## config.mk

```make
export PLATFORM = sky130hd
export DESIGN_NAME = qte_isqrt
export DESIGN_NICKNAME = d
export VERILOG_FILES = /design/src/sv/qte_pkg.sv /design/src/sv/qte_isqrt.sv
export SDC_FILE = /design/constraint.sdc
export NUM_CORES = 2
export LEC_CHECK = 0
export BUFFER_PORTS_ARGS = -buffer_cell sky130_fd_sc_hd__buf_2
export CAP_MARGIN = 20
export CORE_UTILIZATION = 60
export DETAILED_ROUTE_END_ITERATION = 10
export GPL_TIMING_DRIVEN = 0
export PLACE_DENSITY = 0.81
export SYNTH_ARGS = -nofsm -noshare
export SYNTH_HDL_FRONTEND = slang
export SYNTH_SLANG_ARGS = --single-unit
```

## constraint.sdc

```tcl
create_clock -name clk_i -period 4.4 [get_ports clk_i]
set_input_delay 0.66 -clock clk_i [delete_from_list [all_inputs] [get_ports clk_i]]
set_output_delay 0.66 -clock clk_i [all_outputs]
set_load 0.01 [all_outputs]
```

## src/sv/qte_pkg.sv

```systemverilog
// Shared constants, widths and the arctangent table for the quaternion to
// Euler angle unit. No dependencies.
`default_nettype none

package qte_pkg;

  // Default parameter values for the top level
  localparam int QUAT_WIDTH_DEF    = 16;
  localparam int ANGLE_WIDTH_DEF   = 16;
  localparam int CORDIC_STAGES_DEF = 16;

  // Working formats: Q.28 products, doubled sums, clamped sine
  localparam int WORK_FRAC = 28;
  localparam int PROD_W    = 32;
  localparam int SUM_W     = 35;
  localparam int SIN_W     = 30;
  // Root bits of the cosine square root, radicand is twice as wide
  localparam int SQRT_B    = 29;
  localparam int RAD_W     = 2 * SQRT_B;
  // Internal angle width, pi = 2^31
  localparam int ZW        = 34;

  localparam logic signed [ZW-1:0] ANG_PI      = 34'sd2147483648;
  localparam logic signed [ZW-1:0] ANG_HALF_PI = 34'sd1073741824;

  // atan(2^-i) in units where pi = 2^31
  function automatic logic [31:0] atan_lut(input logic [4:0] idx);
    logic [31:0] r;
    case (idx)
      5'd0:    r = 32'd536870912;
      5'd1:    r = 32'd316933406;
      5'd2:    r = 32'd167458907;
      5'd3:    r = 32'd85004756;
      5'd4:    r = 32'd42667331;
      5'd5:    r = 32'd21354465;
      5'd6:    r = 32'd10679838;
      5'd7:    r = 32'd5340245;
      5'd8:    r = 32'd2670163;
      5'd9:    r = 32'd1335087;
      5'd10:   r = 32'd667544;
      5'd11:   r = 32'd333772;
      5'd12:   r = 32'd166886;
      5'd13:   r = 32'd83443;
      5'd14:   r = 32'd41722;
      5'd15:   r = 32'd20861;
      5'd16:   r = 32'd10430;
      5'd17:   r = 32'd5215;
      5'd18:   r = 32'd2608;
      5'd19:   r = 32'd1304;
      5'd20:   r = 32'd652;
      5'd21:   r = 32'd326;
      5'd22:   r = 32'd163;
      5'd23:   r = 32'd81;
      5'd24:   r = 32'd41;
      5'd25:   r = 32'd20;
      5'd26:   r = 32'd10;
      5'd27:   r = 32'd5;
      5'd28:   r = 32'd3;
      5'd29:   r = 32'd1;
      5'd30:   r = 32'd1;
      default: r = 32'd0;
    endcase
    return r;
  endfunction

endpackage

`default_nettype wire

```

## src/sv/qte_isqrt.sv

```systemverilog
// Pipelined floor integer square root, one root bit per stage.
// Depends on qte_pkg for the root and radicand widths.
`default_nettype none

module qte_isqrt
  import qte_pkg::*;
(
  input  logic                clk_i,
  input  logic [SQRT_B-1:0]   en_i,    // per-stage load enable
  input  logic [RAD_W-1:0]    rad_i,
  output logic [SQRT_B-1:0]   root_o
);

  localparam int RW = SQRT_B + 4;

  logic [RW-1:0]     rem_q  [SQRT_B];
  logic [SQRT_B-1:0] root_q [SQRT_B];
  logic [RAD_W-1:0]  rest_q [SQRT_B];

  for (genvar k = 0; k < SQRT_B; k++) begin : g_stage
    logic [RW-1:0]     rem_in;
    logic [SQRT_B-1:0] root_in;
    logic [RAD_W-1:0]  rest_in;
    logic [RW-1:0]     r2;
    logic [RW-1:0]     trial;

    if (k == 0) begin : g_first
      assign rem_in  = '0;
      assign root_in = '0;
      assign rest_in = rad_i;
    end else begin : g_next
      assign rem_in  = rem_q[k-1];
      assign root_in = root_q[k-1];
      assign rest_in = rest_q[k-1];
    end

    // Bring down the next two radicand bits and try root*4+1
    assign r2    = {rem_in[RW-3:0], rest_in[RAD_W-1 -: 2]};
    assign trial = RW'({root_in, 2'b01});

    always_ff @(posedge clk_i) begin
      if (en_i[k]) begin
        rest_q[k] <= rest_in << 2;
        if (r2 >= trial) begin
          rem_q[k]  <= r2 - trial;
          root_q[k] <= {root_in[SQRT_B-2:0], 1'b1};
        end else begin
          rem_q[k]  <= r2;
          root_q[k] <= {root_in[SQRT_B-2:0], 1'b0};
        end
      end
    end
  end

  assign root_o = root_q[SQRT_B-1];

endmodule

`default_nettype wire

```

==> out/metrics.csv <==
metric,value,unit
async_flop_share,0,%
p_seq_share,48.0,%
portBuffers,116,
cts_tree,done,
drcViolationCount,0,
fp-row-count,146,
cp_max_fo,10,
initial_utilization,60.7,%
antenna_found_initial,2,
max_freq,235,MHz
combPwrFrac,20.4,%
place.gp.congestion,0.958,
boundaryPins,117,
synth-seq-area-share,64.5,%
synthesis.nets,8053,
coreArea,159000,sq um
power_density,516,nW/um^2
maxCapViolCount,0,
viasPerCell,5.94,
vias,60262,
clock_path_buffers,3,
syn-cell-area,96400,sq um
ys_types,82,
ys.flop_type,edfxtp_1,
worst_slack,0.145,ns
power_frac_clock,31.7,%
wl_per_cell,20.7,um
slew-limit-headroom,26.2,%
min_path_type,input pin to flip-flop,
final_nets,8464,
p_sw_share,29.0,%
grt_max_degree,58,
die_y,403,um
arrival,4.81,ns
fp.dieW,403,um
finalCoreUtilization,67.7,%
ir_worst_vdd,0.000763,V
ys_ff_latch,2072,
drive_gt1_share,7.43,%
hpwl,149,mm
overflow,0,
yosysWarnings,0,
synthCells,7499,
grt_pass1_wl,327,mm
grt_util_all_layers,25.7,%
post-cts-setup-buffer-count,0,
dieArea,162000,sq um
synth_area_per_cell,12.9,sq um
root_buffer,clkbuf_16,
start_kind,flip-flop,
first_iter_violations,5426,
required,4.95,ns
nFillCells,10822,
drv_slew,0,
skew,0.0549,ns
endpoint_kind,flip-flop,
path_class,flip-flop to flip-flop,
power_switching,16.1,mW
synth_edf_count,2071,
hold_ws,0.105,ns
clock_latency,0.84,ns
power_leakage,40.8,nW
ant_nets,0,
hold_viol_final,0,
setup_viol,0,
area_delta_synth_final,11.6,%
diodes,0,
grt_pass1_vias,59038,
clkSinkCount,2072,
cts_buffers,203,
htree_levels,4,
outcome,completed,
fin_area,108000,sq um
tns,0,ns
fin_crit,4.25,ns
clk_pin_slew,0.06,ns
rsz0062_at_grt,no,
drt-pass1-iter-count,7,
internal_power,39.5,mW
worstMarginPinSlew,1.10,ns
post-place-ws,-0.208,ns
min_period_over_period,96.7,%
routed_wl,210,mm
post_dp_cell_area,100000,sq um
Yosys cell counts (94+ instances only):
| cell | instances | area [sq um] |
|---|---|---|
| edfxtp_1 | 2071 | 62200 |
| nand2_1 | 604 | 2270 |
| inv_1 | 572 | 2150 |
| o21ai_0 | 509 | 2550 |
| ha_1 | 466 | 5830 |
| nor2_1 | 382 | 1430 |
| xor2_1 | 369 | 3230 |
| a21oi_1 | 356 | 1780 |
| xnor2_1 | 313 | 2740 |
| nor3_1 | 206 | 1030 |
| a21o_1 | 170 | 1280 |
| clkbuf_1 | 148 | 556 |
| nand3_1 | 133 | 666 |
| nand2b_1 | 112 | 701 |
| nor4_1 | 107 | 669 |
| nand4_1 | 94 | 588 |
power groups by stage:
| stage | registers [mW] | logic (mW) | clock network [mW] |
|---|---|---|---|
| 6_report | 26.6 | 11.3 | 17.6 |
| 5_1_grt | 26.9 | 12.5 | 18.6 |
| 4_1_cts | 26.6 | 11.2 | 17.8 |
| 3_5_place_dp | 27.0 | 11.0 | 0 |
| 3_3_place_gp | 26.9 | 10.7 | 0 |
| 2_1_floorplan | 26.3 | 8.20 | 0 |
logic make-up after synthesis:
family	count (synthesis)	synth area share, %
AND/OR/NAND/NOR	2034	10.5
adder cells (fa/ha/maj)	466	6.05
buffers and inverters	731	2.86
AO/OA/AOI/OAI	1466	9.36
flip-flops	2072	64.5
multiplexers	48	0.549
XOR/XNOR	682	6.19
through the flow:
stage	total power [mW]	std cells
floorplan	34.5	7499
global placement	37.6	9687
detailed placement	38.0	9720
CTS	55.6	10147
global route	57.9	10149
finish	55.5	10149
worst paths after layout:
kind	slack (ns)	depth (start not counted)	startpoint	to
setup / recovery	0.15	10	rem_q[0][208]	rem_q[0][259]
setup reg to reg	0.15	10	rem_q[0][208]	rem_q[0][259]
hold reg to reg	0.39	0	rest_q[0][768]	rest_q[0][826]
hold / removal	0.10	1	en_i[27]	rest_q[1][670]
per-layer routing:
metal / wire (um) / track usage [%] / share of wire (%) / vias up
met5: 10 / 0 / 0.0048 / -
met4: 5890 / 7.86 / 2.8 / 2
met3: 12400 / 3.41 / 5.9 / 421
met2: 103000 / 43.7 / 49 / 2120
met1: 88300 / 34.5 / 42 / 29155
li1: - / - / - / 28564
worst max-delay path, cell delays in order (launching register included):
cell	delay [ns]
edfxtp_1	0.43
or4_4	0.55
or4_4	0.46
or3_1	0.42
or3_4	0.38
or3_4	0.43
nor4_4	0.66
a2111o_1	0.21
buf_4	0.20
nor2_1	0.09
xor2_1	0.16
placed cells by master (no fill, tap or decap), types with 133 or more instances in the layout:
| cell type | count |
|---|---|
| a21oi_1 | 355 |
| nor2_1 | 382 |
| xnor2_1 | 313 |
| clkbuf_16 | 203 |
| inv_1 | 572 |
| o21ai_0 | 509 |
| xor2_1 | 369 |
| nor3_1 | 206 |
| nand2_1 | 604 |
| nand3_1 | 133 |
| ha_1 | 466 |
| a21o_1 | 170 |
| clkbuf_1 | 142 |
| edfxtp_1 | 2071 |
what timing repair did:
item	in CTS	in global routing
resized for setup	3	5
endpoints found under the setup margin	11	11
hold buffers	56	0
endpoints found under the hold margin	56	0
sequential cells by signal (all words and copies together), names as in the netlist:
signal  cells
rem_q     825
rest_q    812
root_q    435
final cells by class:
cell class	count	area, sq um	share of cell area [%]
clock inverters	144	1630	1.52
multi-input cells	4696	31500	29.3
plain buffers	157	643	0.597
well taps	2072	2590	2.41
clock buffers	228	5170	4.81
repair buffers	207	1750	1.62
inverters	573	2150	2.00
flip-flops and latches	2072	62200	57.8
Note: power is estimated with default switching activity, not from simulation.
